$ cat src/aalr_pkg.sv
`default_nettype none
// ----------------------------------------------------------------------------
// aalr_pkg
// shared types and codes of the anti-aliased line rasterizer
// ----------------------------------------------------------------------------
package aalr_pkg;

   // operation codes of a request transaction
   typedef enum logic {
      OP_START = 1'b0,
      OP_STEP  = 1'b1
   } op_type;

   // sequencer states, one-hot
   typedef enum logic [7:0] {
      ST_IDLE  = 8'b0000_0001,
      ST_ORDER = 8'b0000_0010,
      ST_DELTA = 8'b0000_0100,
      ST_LOAD  = 8'b0000_1000,
      ST_DIV   = 8'b0001_0000,
      ST_SIGN  = 8'b0010_0000,
      ST_EP1   = 8'b0100_0000,
      ST_EP2   = 8'b1000_0000
   } state_type;

endpackage
`default_nettype wire

$ cat src/aalr_if.sv
`default_nettype none
// ----------------------------------------------------------------------------
// aalr channel interfaces
// valid/ready channels for line requests and pixel pair responses
// ----------------------------------------------------------------------------

// request channel: start a line or step to the next interior pair
interface aalr_req_if #(parameter int COORD_BITS = 12);
   logic                         valid;
   logic                         ready;
   logic                         operation;
   logic signed [COORD_BITS-1:0] start_x;
   logic signed [COORD_BITS-1:0] start_y;
   logic signed [COORD_BITS-1:0] end_x;
   logic signed [COORD_BITS-1:0] end_y;

   modport source (output valid, operation, start_x, start_y, end_x, end_y,
                   input  ready);
   modport sink   (input  valid, operation, start_x, start_y, end_x, end_y,
                   output ready);
endinterface

// response channel: one pixel pair per transaction
interface aalr_rsp_if #(parameter int COORD_BITS = 12, parameter int LEVEL_BITS = 3);
   logic                         valid;
   logic                         ready;
   logic signed [COORD_BITS-1:0] pixel_x;
   logic signed [COORD_BITS-1:0] pixel_y;
   logic                         pair_on_x;
   logic [LEVEL_BITS-1:0]        level_first;
   logic [LEVEL_BITS-1:0]        level_second;
   logic                         last_of_line;

   modport source (output valid, pixel_x, pixel_y, pair_on_x, level_first,
                          level_second, last_of_line,
                   input  ready);
   modport sink   (input  valid, pixel_x, pixel_y, pair_on_x, level_first,
                          level_second, last_of_line,
                   output ready);
endinterface
`default_nettype wire

$ cat src/antialiased_line_rasterizer_unit.sv
`default_nettype none
// ----------------------------------------------------------------------------
// antialiased_line_rasterizer_unit
// Wu-style anti-aliased line stepper in fixed point with a serial divider
// ----------------------------------------------------------------------------
//  channel | dir | port | transaction
//  --------+-----+------+------------------------------------------------
//  request | in  | req  | start a line (endpoints) or step one pair
//  result  | out | rsp  | one pixel pair; two per start, one per active step
//
//  step: a new step is taken whenever the result register is free or drains
//  start: the sequencer orders the endpoints, takes the deltas, loads the
//    restoring divider (one gradient bit per cycle over FRAC_BITS + 1 steps),
//    signs the gradient, registers each endpoint pair once the result slot
//    is free and returns to idle; a zero-length line skips the divider
//  reset: synchronous, active high; clears sequencer, line flag, result valid
//  rsp stalls hold the result register and block new requests
// ----------------------------------------------------------------------------
module antialiased_line_rasterizer_unit #(
   parameter int COORD_BITS = 12,
   parameter int FRAC_BITS  = 16,
   parameter int LEVEL_BITS = 3
) (
   input  wire logic   clock,
   input  wire logic   reset,
   aalr_req_if.sink    req,
   aalr_rsp_if.source  rsp
);

   localparam int CW        = COORD_BITS;
   localparam int ACC_BITS  = COORD_BITS + FRAC_BITS + 1;
   localparam int GRAD_BITS = FRAC_BITS + 2;
   localparam int QUO_BITS  = FRAC_BITS + 1;
   localparam int NUM_BITS  = COORD_BITS + FRAC_BITS + 2;
   localparam int CNT_BITS  = $clog2(QUO_BITS);

   // fixed endpoint intensity
   localparam logic [63:0] LVL_FULL = (64'd1 << FRAC_BITS) - 64'd1;
   localparam logic [63:0] LVL_HALF = 64'd1 << (FRAC_BITS - 1);
   localparam logic [63:0] LVL_GAP  = LVL_FULL - LVL_HALF;
   localparam logic [63:0] LVL_PROD = ((LVL_FULL * LVL_GAP) + LVL_HALF) >> FRAC_BITS;
   localparam logic [63:0] LVL_END  = LVL_PROD >> (FRAC_BITS - LEVEL_BITS);
   localparam logic [LEVEL_BITS-1:0] ENDPOINT_LEVEL = LVL_END[LEVEL_BITS-1:0];

   localparam logic [CW-1:0]       COORD_ONE = CW'(1);
   localparam logic [CNT_BITS-1:0] CNT_START = CNT_BITS'(QUO_BITS - 1);

   // sequencer and line state
   aalr_pkg::state_type state_ff, state_in;
   logic                 line_active_ff, line_active_in;
   logic                 steep_ff, steep_in;
   logic [CW-1:0]        major_position_ff, major_position_in;
   logic [CW-1:0]        major_stop_ff, major_stop_in;
   logic [ACC_BITS-1:0]  acc_ff, acc_in;
   logic [GRAD_BITS-1:0] grad_ff, grad_in;

   // endpoint registers, ordered in place after the order step
   logic signed [CW-1:0] x1_ff, x1_in, y1_ff, y1_in;
   logic signed [CW-1:0] x2_ff, x2_in, y2_ff, y2_in;

   // divider operands and state
   logic [CW-1:0]        majd_ff, majd_in;
   logic [CW-1:0]        am_ff, am_in;
   logic                 mneg_ff, mneg_in;
   logic [CW:0]          rem_ff, rem_in;
   logic [QUO_BITS-1:0]  low_ff, low_in;
   logic [QUO_BITS-1:0]  quo_ff, quo_in;
   logic [CNT_BITS-1:0]  cnt_ff, cnt_in;

   // result register
   logic                  rsp_valid_ff, rsp_valid_in;
   logic [CW-1:0]         px_ff, px_in, py_ff, py_in;
   logic                  onx_ff, onx_in;
   logic [LEVEL_BITS-1:0] lv1_ff, lv1_in, lv2_ff, lv2_in;
   logic                  last_ff, last_in;

   logic slot_free;
   logic req_take;
   logic out_load;

   // ordering terms
   logic signed [CW:0] dx_w, dy_w;
   logic [CW:0]        adx_w, ady_w;
   logic               steep_w, swap_w;

   // delta terms
   logic [CW-1:0]      maj1_w, maj2_w, min1_w, min2_w;
   logic [CW:0]        majd_full_w;
   logic signed [CW:0] mind_full_w;
   logic [CW:0]        am_full_w;

   // divider terms
   logic [NUM_BITS-1:0] num_w;
   logic [CW+1:0]       trial_w, divisor_w, diff_w;
   logic                ge_w;

   // step terms
   logic [CW:0]           pos_next_w;
   logic                  step_last_w;
   logic [CW-1:0]         minor_int_w;
   logic [LEVEL_BITS-1:0] frac_lvl_w;
   logic [GRAD_BITS-1:0]  quo_ext_w;

   assign slot_free = !rsp_valid_ff || rsp.ready;
   assign req.ready = (state_ff == aalr_pkg::ST_IDLE) && slot_free;
   assign req_take  = req.valid && req.ready;

   // major axis and endpoint order
   assign dx_w    = $signed({x2_ff[CW-1], x2_ff}) - $signed({x1_ff[CW-1], x1_ff});
   assign dy_w    = $signed({y2_ff[CW-1], y2_ff}) - $signed({y1_ff[CW-1], y1_ff});
   assign adx_w   = dx_w[CW] ? (~dx_w + 1'b1) : dx_w;
   assign ady_w   = dy_w[CW] ? (~dy_w + 1'b1) : dy_w;
   assign steep_w = !(adx_w > ady_w);
   assign swap_w  = steep_w ? (y1_ff > y2_ff) : (x1_ff > x2_ff);

   // major and minor coordinates of the ordered endpoints
   assign maj1_w = steep_ff ? y1_ff : x1_ff;
   assign maj2_w = steep_ff ? y2_ff : x2_ff;
   assign min1_w = steep_ff ? x1_ff : y1_ff;
   assign min2_w = steep_ff ? x2_ff : y2_ff;
   assign majd_full_w = {maj2_w[CW-1], maj2_w} - {maj1_w[CW-1], maj1_w};
   assign mind_full_w = $signed({min2_w[CW-1], min2_w}) - $signed({min1_w[CW-1], min1_w});
   assign am_full_w   = mind_full_w[CW] ? (~mind_full_w + 1'b1) : mind_full_w;

   // rounded quotient: (am * 2^(F+1) + majd) / (2 * majd)
   assign num_w     = {1'b0, am_ff, {QUO_BITS{1'b0}}} + {{(NUM_BITS-CW){1'b0}}, majd_ff};
   assign trial_w   = {rem_ff, low_ff[QUO_BITS-1]};
   assign divisor_w = {1'b0, majd_ff, 1'b0};
   assign diff_w    = trial_w - divisor_w;
   assign ge_w      = trial_w >= divisor_w;
   assign quo_ext_w = {1'b0, quo_ff};

   // interior pair from the accumulator
   assign pos_next_w  = {major_position_ff[CW-1], major_position_ff} + {{CW{1'b0}}, 1'b1};
   assign step_last_w = $signed(pos_next_w) >= $signed({major_stop_ff[CW-1], major_stop_ff});
   assign minor_int_w = acc_ff[FRAC_BITS+CW-1:FRAC_BITS];
   assign frac_lvl_w  = acc_ff[FRAC_BITS-1 -: LEVEL_BITS];

   // sequencer and datapath next state
   always_comb begin
      state_in          = state_ff;
      line_active_in    = line_active_ff;
      steep_in          = steep_ff;
      major_position_in = major_position_ff;
      major_stop_in     = major_stop_ff;
      acc_in            = acc_ff;
      grad_in           = grad_ff;
      x1_in             = x1_ff;
      y1_in             = y1_ff;
      x2_in             = x2_ff;
      y2_in             = y2_ff;
      majd_in           = majd_ff;
      am_in             = am_ff;
      mneg_in           = mneg_ff;
      rem_in            = rem_ff;
      low_in            = low_ff;
      quo_in            = quo_ff;
      cnt_in            = cnt_ff;
      out_load          = 1'b0;
      px_in             = px_ff;
      py_in             = py_ff;
      onx_in            = onx_ff;
      lv1_in            = lv1_ff;
      lv2_in            = lv2_ff;
      last_in           = last_ff;

      unique case (state_ff)
         aalr_pkg::ST_IDLE: begin
            if (req_take) begin
               if (req.operation == aalr_pkg::OP_START) begin
                  x1_in    = req.start_x;
                  y1_in    = req.start_y;
                  x2_in    = req.end_x;
                  y2_in    = req.end_y;
                  state_in = aalr_pkg::ST_ORDER;
               end else if (line_active_ff) begin
                  out_load          = 1'b1;
                  onx_in            = steep_ff;
                  px_in             = steep_ff ? minor_int_w : major_position_ff;
                  py_in             = steep_ff ? major_position_ff : minor_int_w;
                  lv1_in            = ~frac_lvl_w;
                  lv2_in            = frac_lvl_w;
                  last_in           = step_last_w;
                  major_position_in = pos_next_w[CW-1:0];
                  acc_in            = acc_ff + {{(ACC_BITS-GRAD_BITS){grad_ff[GRAD_BITS-1]}},
                                                grad_ff};
                  line_active_in    = !step_last_w;
               end
            end
         end
         aalr_pkg::ST_ORDER: begin
            steep_in = steep_w;
            if (swap_w) begin
               x1_in = x2_ff;
               y1_in = y2_ff;
               x2_in = x1_ff;
               y2_in = y1_ff;
            end
            state_in = aalr_pkg::ST_DELTA;
         end
         aalr_pkg::ST_DELTA: begin
            majd_in  = majd_full_w[CW-1:0];
            mneg_in  = mind_full_w[CW];
            am_in    = am_full_w[CW-1:0];
            state_in = aalr_pkg::ST_LOAD;
         end
         aalr_pkg::ST_LOAD: begin
            rem_in   = num_w[NUM_BITS-1:QUO_BITS];
            low_in   = num_w[QUO_BITS-1:0];
            quo_in   = '0;
            cnt_in   = CNT_START;
            // zero-length line keeps a zero gradient
            state_in = (majd_ff == '0) ? aalr_pkg::ST_SIGN : aalr_pkg::ST_DIV;
         end
         aalr_pkg::ST_DIV: begin
            // one restoring division step per cycle
            rem_in = ge_w ? diff_w[CW:0] : trial_w[CW:0];
            low_in = {low_ff[QUO_BITS-2:0], 1'b0};
            quo_in = {quo_ff[QUO_BITS-2:0], ge_w};
            cnt_in = cnt_ff - 1'b1;
            if (cnt_ff == '0) begin
               state_in = aalr_pkg::ST_SIGN;
            end
         end
         aalr_pkg::ST_SIGN: begin
            grad_in           = mneg_ff ? ({GRAD_BITS{1'b0}} - quo_ext_w) : quo_ext_w;
            major_position_in = maj1_w + COORD_ONE;
            major_stop_in     = maj2_w;
            line_active_in    = (majd_ff[CW-1:1] != '0);
            state_in          = aalr_pkg::ST_EP1;
         end
         aalr_pkg::ST_EP1: begin
            // accumulator starts one step in from endpoint one
            acc_in = {min1_w[CW-1], min1_w, {FRAC_BITS{1'b0}}}
                   + {{(ACC_BITS-GRAD_BITS){grad_ff[GRAD_BITS-1]}}, grad_ff};
            if (slot_free) begin
               out_load = 1'b1;
               px_in    = x1_ff;
               py_in    = y1_ff;
               onx_in   = steep_ff;
               lv1_in   = ENDPOINT_LEVEL;
               lv2_in   = '0;
               last_in  = 1'b0;
               state_in = aalr_pkg::ST_EP2;
            end
         end
         aalr_pkg::ST_EP2: begin
            if (slot_free) begin
               out_load = 1'b1;
               px_in    = x2_ff;
               py_in    = y2_ff;
               onx_in   = steep_ff;
               lv1_in   = ENDPOINT_LEVEL;
               lv2_in   = '0;
               last_in  = !line_active_ff;
               state_in = aalr_pkg::ST_IDLE;
            end
         end
         default: begin
            state_in = aalr_pkg::ST_IDLE;
         end
      endcase
   end

   // result register valid
   always_comb begin
      if (out_load) begin
         rsp_valid_in = 1'b1;
      end else if (rsp.ready) begin
         rsp_valid_in = 1'b0;
      end else begin
         rsp_valid_in = rsp_valid_ff;
      end
   end

   // control registers
   always_ff @(posedge clock) begin
      if (reset) begin
         state_ff       <= aalr_pkg::ST_IDLE;
         line_active_ff <= 1'b0;
         rsp_valid_ff   <= 1'b0;
      end else begin
         state_ff       <= state_in;
         line_active_ff <= line_active_in;
         rsp_valid_ff   <= rsp_valid_in;
      end
   end

   // datapath registers
   always_ff @(posedge clock) begin
      steep_ff          <= steep_in;
      major_position_ff <= major_position_in;
      major_stop_ff     <= major_stop_in;
      acc_ff            <= acc_in;
      grad_ff           <= grad_in;
      x1_ff             <= x1_in;
      y1_ff             <= y1_in;
      x2_ff             <= x2_in;
      y2_ff             <= y2_in;
      majd_ff           <= majd_in;
      am_ff             <= am_in;
      mneg_ff           <= mneg_in;
      rem_ff            <= rem_in;
      low_ff            <= low_in;
      quo_ff            <= quo_in;
      cnt_ff            <= cnt_in;
      px_ff             <= px_in;
      py_ff             <= py_in;
      onx_ff            <= onx_in;
      lv1_ff            <= lv1_in;
      lv2_ff            <= lv2_in;
      last_ff           <= last_in;
   end

   // result channel
   assign rsp.valid        = rsp_valid_ff;
   assign rsp.pixel_x      = px_ff;
   assign rsp.pixel_y      = py_ff;
   assign rsp.pair_on_x    = onx_ff;
   assign rsp.level_first  = lv1_ff;
   assign rsp.level_second = lv2_ff;
   assign rsp.last_of_line = last_ff;

endmodule
`default_nettype wire

$ cat src/flat_wrapper.sv
// flat-port wrapper written by rule: the top's interface ports become plain ports
module antialiased_line_rasterizer_unit_flat 
#(
   parameter int COORD_BITS = 12,
   parameter int FRAC_BITS  = 16,
   parameter int LEVEL_BITS = 3
)
  (clock, reset, req_valid, req_operation, req_start_x, req_start_y, req_end_x, req_end_y, req_ready, rsp_valid, rsp_pixel_x, rsp_pixel_y, rsp_pair_on_x, rsp_level_first, rsp_level_second, rsp_last_of_line, rsp_ready);
  aalr_req_if #(.COORD_BITS(COORD_BITS)) req_i ();
  aalr_rsp_if #(.COORD_BITS(COORD_BITS), .LEVEL_BITS(LEVEL_BITS)) rsp_i ();
  input  wire logic clock;
  input  wire logic reset;
  input wire logic [$bits(req_i.valid)-1:0] req_valid;
  input wire logic [$bits(req_i.operation)-1:0] req_operation;
  input wire logic [$bits(req_i.start_x)-1:0] req_start_x;
  input wire logic [$bits(req_i.start_y)-1:0] req_start_y;
  input wire logic [$bits(req_i.end_x)-1:0] req_end_x;
  input wire logic [$bits(req_i.end_y)-1:0] req_end_y;
  output wire logic [$bits(req_i.ready)-1:0] req_ready;
  output wire logic [$bits(rsp_i.valid)-1:0] rsp_valid;
  output wire logic [$bits(rsp_i.pixel_x)-1:0] rsp_pixel_x;
  output wire logic [$bits(rsp_i.pixel_y)-1:0] rsp_pixel_y;
  output wire logic [$bits(rsp_i.pair_on_x)-1:0] rsp_pair_on_x;
  output wire logic [$bits(rsp_i.level_first)-1:0] rsp_level_first;
  output wire logic [$bits(rsp_i.level_second)-1:0] rsp_level_second;
  output wire logic [$bits(rsp_i.last_of_line)-1:0] rsp_last_of_line;
  input wire logic [$bits(rsp_i.ready)-1:0] rsp_ready;
  assign req_i.valid = req_valid;
  assign req_i.operation = req_operation;
  assign req_i.start_x = req_start_x;
  assign req_i.start_y = req_start_y;
  assign req_i.end_x = req_end_x;
  assign req_i.end_y = req_end_y;
  assign req_ready = req_i.ready;
  assign rsp_valid = rsp_i.valid;
  assign rsp_pixel_x = rsp_i.pixel_x;
  assign rsp_pixel_y = rsp_i.pixel_y;
  assign rsp_pair_on_x = rsp_i.pair_on_x;
  assign rsp_level_first = rsp_i.level_first;
  assign rsp_level_second = rsp_i.level_second;
  assign rsp_last_of_line = rsp_i.last_of_line;
  assign rsp_i.ready = rsp_ready;
  antialiased_line_rasterizer_unit #(.COORD_BITS(COORD_BITS), .FRAC_BITS(FRAC_BITS), .LEVEL_BITS(LEVEL_BITS)) u_core (.clock(clock), .reset(reset), .req(req_i), .rsp(rsp_i));
endmodule
$ cat config.mk
export PLATFORM = sky130hd
export DESIGN_NAME = antialiased_line_rasterizer_unit_flat
export DESIGN_NICKNAME = d
export VERILOG_FILES = /design/src/aalr_pkg.sv /design/src/aalr_if.sv /design/src/antialiased_line_rasterizer_unit.sv /design/src/flat_wrapper.sv
export SDC_FILE = /design/constraint.sdc
export NUM_CORES = 1
export LEC_CHECK = 0
export BUFFER_PORTS_ARGS = -buffer_cell sky130_fd_sc_hd__buf_2
export CAP_MARGIN = 20
export CORE_UTILIZATION = 57
export DETAILED_ROUTE_END_ITERATION = 8
export PLACE_DENSITY = 0.84
export SKIP_CTS_REPAIR_TIMING = 1
export SLEW_MARGIN = 20
export SYNTH_ARGS = -nofsm -noshare
export SYNTH_HDL_FRONTEND = slang
export SYNTH_SLANG_ARGS = --single-unit
$ cat constraint.sdc
create_clock -name clock -period 6.8 [get_ports clock]
set_clock_uncertainty 0.15 [all_clocks]
set_input_delay 1.36 -clock clock [delete_from_list [all_inputs] [get_ports clock]]
set_output_delay 1.36 -clock clock [all_outputs]
set_load 0.05 [all_outputs]
==> impl_metrics.csv <==
group,metric,value,unit
detailed_routing,antenna_left,0,
critical_path,critPathLaunch,"u_core.y1_ff[0]",
finish,mostFrequentLayoutCell,"sky130_fd_sc_hd__edfxtp_1",
critical_path,reg2reg_depth,22,
detailed_routing,drt-vias-per-instance,6.18,
finish,nNetsFinal,2081,
synthesis,avgSynthCellArea,9.38,um^2
status,run_status,"completed",
die,floorplan.initialDensity,57.8,%
cts,worst_skew_pair.late_latency,550,ps
timing,worst_margin_pin_slew,1070,ps
grt,global_route.usage.total,29.5,%
critical_path,r2r-start,"u_core.y1_ff[0]",
grt,grt_util_met3,5.24,%
critical_path,timing.critical_path.max_delay_family,"compound AO/OA/AOI/OAI gates",
grt,first_global_vias,13456,
critical_path,cp.depth,22,
timing,fin_crit,5810,ps
cts,clock-root-buffer,"sky130_fd_sc_hd__clkbuf_16",
timing,slew_headroom,28.2,%
cts,htreeDepth,1,
critical_path,slowest_stage,"sky130_fd_sc_hd__a21oi_4",
grt,met1_usage,39.6,%
finish,post_layout_nonfiller_instances,2301,
synthesis,synthArstFlopShare,0,%
timing,setup-violations-final,0,
synthesis,synth_warnings,0,
grt,grt_pass1_wl,71300,um
synthesis,synth_fp_nets,2014,
detailed_routing,first_pass_iters,6,
finish,final.fill_count,2350,
grt,grt_max_degree,77,
finish,layout-area-overhead-vs-synth,10.7,%
detailed_routing,routedWlPerCell,19.8,um
finish,area_used_by_multi_input_combinational_logic,0.00937,mm^2
synthesis,ys_seq_elements,238,
critical_path,critical_path_buf_inv_count,2,
detailed_routing,routed_wl,45700,um
placed_design,detailedPlacementHpwl,33600,um
die,die-area,0.0307,mm^2
critical_path,crit_path_max_fanout,19,
die,design.portCount,87,
die,core_area,0.0296,mm^2
die,die_width,175,um
critical_path,required,6850,ps
timing,fin_crit_sh,85.5,%
synthesis,synth_flop_cell,"sky130_fd_sc_hd__edfxtp_1",
detailed_routing,route.vias.total,14214,
critical_path,critical-path-max-stage-delay,560,ps
synthesis,synth.lib_cells_used.distinct,70,
grt,grt_busiest_layer,"met2",
synthesis,seq_area_frac_synth,41.2,%
cts,cts_made_buffers,26,
critical_path,reg2reg_to,"u_core.y2_ff[5]",
timing,timing_hold_violations_final,0,
finish,post-route-util,64.0,%
finish,layout.area.seq,0.00705,mm^2
timing,pins_over_their_slew_limit,0,
critical_path,worst_setup_path_start_kind,"flip-flop",
cts,cts.clk_slew.worst_paths,70,ps
run,drv.max_cap_violation_count,0,
detailed_routing,initialDrtViolationCount,1748,
finish,post_route_cells_drive_above_1_share,11.5,%
placed_design,io_buffers,86,
cts,clock_path_buffers,3,
placed_design,gp_congestion,0.997,
grt,antenna_found_initial,1,
finish,highest_count_cells_in_the_layout_ignoring_fill_and_taps,"sky130_fd_sc_hd__edfxtp_1 (228), sky130_fd_sc_hd__nand2_1 (204), sky130_fd_sc_hd__nor2_1 (152), sky130_fd_sc_hd__a21oi_1 (138), sky130_fd_sc_hd__ha_1 (132)",
critical_path,worst_path_most_repeated_cell,"sky130_fd_sc_hd__o21ai_0",
critical_path,worstSetupEndpointType,"flip-flop",
pwr,pwr_density_cell,540,mW/mm^2
pwr,p_leak,7.74,nW
timing,fmax,172,MHz
synthesis,synthCells,1822,
min_path,hold_path.class,"reg -> reg",
timing,setup_repair_after_global_routing_missed_its_margin,"no",
critical_path,crit_path_end,"u_core.y2_ff[5]",
cts,clkSinkCount,238,
placed_design,placedCellCount,2251,
synthesis,synth_edf_count,228,
synthesis,netlist_area_before_placement,0.0171,mm^2
critical_path,timing.critical_path.arrival,5860,ps
grt,globalRouteOverflowTotal,0,
critical_path,r2r_setup_slack,990,ps
die,std_cell_rows,63,
grt,grt_use_met2,47.2,%
detailed_routing,drc_errors,0,
cts,cts_tree,"built",
timing,totalNegativeSetupSlack,0,ps
critical_path,worstSetupPathType,"reg -> reg",
critical_path,list_of_cells_traversed_by_the_critical_path,"ha_1 -> fa_1 -> nor2b_1 -> o21ai_1 -> a211o_1 -> a21boi_0 -> o21a_1 -> o21ai_0 -> a22oi_1 -> buf_4 -> mux2i_1 -> ha_1 -> nor2b_1 -> o21a_1 -> o21ai_0 -> nand2b_1 -> a21oi_1 -> nor3_1 -> o21ai_0 -> o41ai_1 -> a21oi_4 -> buf_4",
die,die_h,175,um
pwr,peakVddDrop,750,uV
## synth_stat cells (all sizes together) (5+ instances only)
cell / instances / area share (%)
a211oi: 9 / 0.42
xor2: 51 / 2.6
nor3: 39 / 1.2
a21boi: 5 / 0.22
clkbuf: 53 / 1.2
nand3b: 10 / 0.44
o31ai: 10 / 0.44
fa: 7 / 0.82
o31a: 5 / 0.26
ha: 132 / 9.7
a21oi: 140 / 4.1
nand2: 205 / 4.5
buf: 16 / 0.41
mux2i: 28 / 1.6
a21o: 31 / 1.4
nor2b: 25 / 0.96
and2: 28 / 1.0
nor4: 5 / 0.18
o21a: 24 / 1.1
nor3b: 6 / 0.26
o22ai: 25 / 0.92
and3: 13 / 0.48
nor2: 153 / 3.4
xnor2: 87 / 4.5
or2: 7 / 0.26
inv: 114 / 2.5
o211ai: 9 / 0.40
or3: 15 / 0.55
o21ai: 134 / 4.0
nand3: 48 / 1.4
nand2b: 22 / 0.81
nand4: 12 / 0.44
edfxtp: 228 / 40
mux2: 48 / 3.2
a31oi: 19 / 0.70
o21bai: 5 / 0.22
dfxtp: 10 / 1.2
or4: 6 / 0.29
## stage by stage
step           power, mW  area [um^2]  setup WS [ps]  hold WS (ps)
6_report            10.2        18900            989           368
2_1_floorplan       6.89        17100            992           271
3_5_place_dp        8.42        17900           1140           356
3_3_place_gp        8.26        17900           1270           348
4_1_cts             10.1        18900           1090           368
5_1_grt             10.9        18900            639           389
## final cells by class
type,instances,area share (%)
Antenna cell,2,0.0265
Clock buffer,35,3.89
Clock inverter,13,1.31
Inverter,114,2.26
Multi-Input combinational cell,1401,49.5
Sequential cell,238,37.3
Tap cell,390,2.58
Timing Repair Buffer,108,3.15
## cell families after synthesis
group           Yosys count  share of synthesized area, %
flops                   238                          41.2
xor+xnor                138                          7.07
mux                      76                          4.80
simple gates            602                          16.6
buf+inv                 183                          4.08
compound gates          446                          15.7
fa+ha+maj               139                          10.5
## how the worst min path moves through the flow
stage | from | end | slack (ps) | cells past startpoint
after global placement | u_core.line_active_ff | u_core.line_active_ff | 350 | 2
after CTS | u_core.line_active_ff | u_core.line_active_ff | 370 | 2
after global routing | u_core.am_ff[6] | u_core.rem_ff[6] | 390 | 2
after floorplan | u_core.steep_ff | u_core.rsp.pair_on_x | 270 | 0
after detailed placement | u_core.line_active_ff | u_core.line_active_ff | 360 | 2
final | u_core.quo_ff[0] | u_core.grad_ff[0] | 370 | 0
## state kept, by name, indices dropped and copies added (netlist names), 13 cells and up
signal and cells:
u_core.low_ff 17, u_core.rem_ff 13, u_core.acc_ff 28, u_core.quo_ff 17
u_core.grad_ff 18
## report_power, final
| group | switching [mW] | total [mW] | internal, mW |
|---|---|---|---|
| sequential | 0.316 | 2.41 | 2.09 |
| clock | 0.601 | 1.63 | 1.02 |
| combinational | 3.67 | 6.17 | 2.50 |
| total | 4.59 | 10.2 | 5.61 |
## metal layers
layer,up-vias,wire (um)
li1,6715,-
met1,6658,18600
met2,709,20700
met3,130,4600
met4,2,1820
met5,-,13
Note: power is estimated with default switching activity, not from simulation.
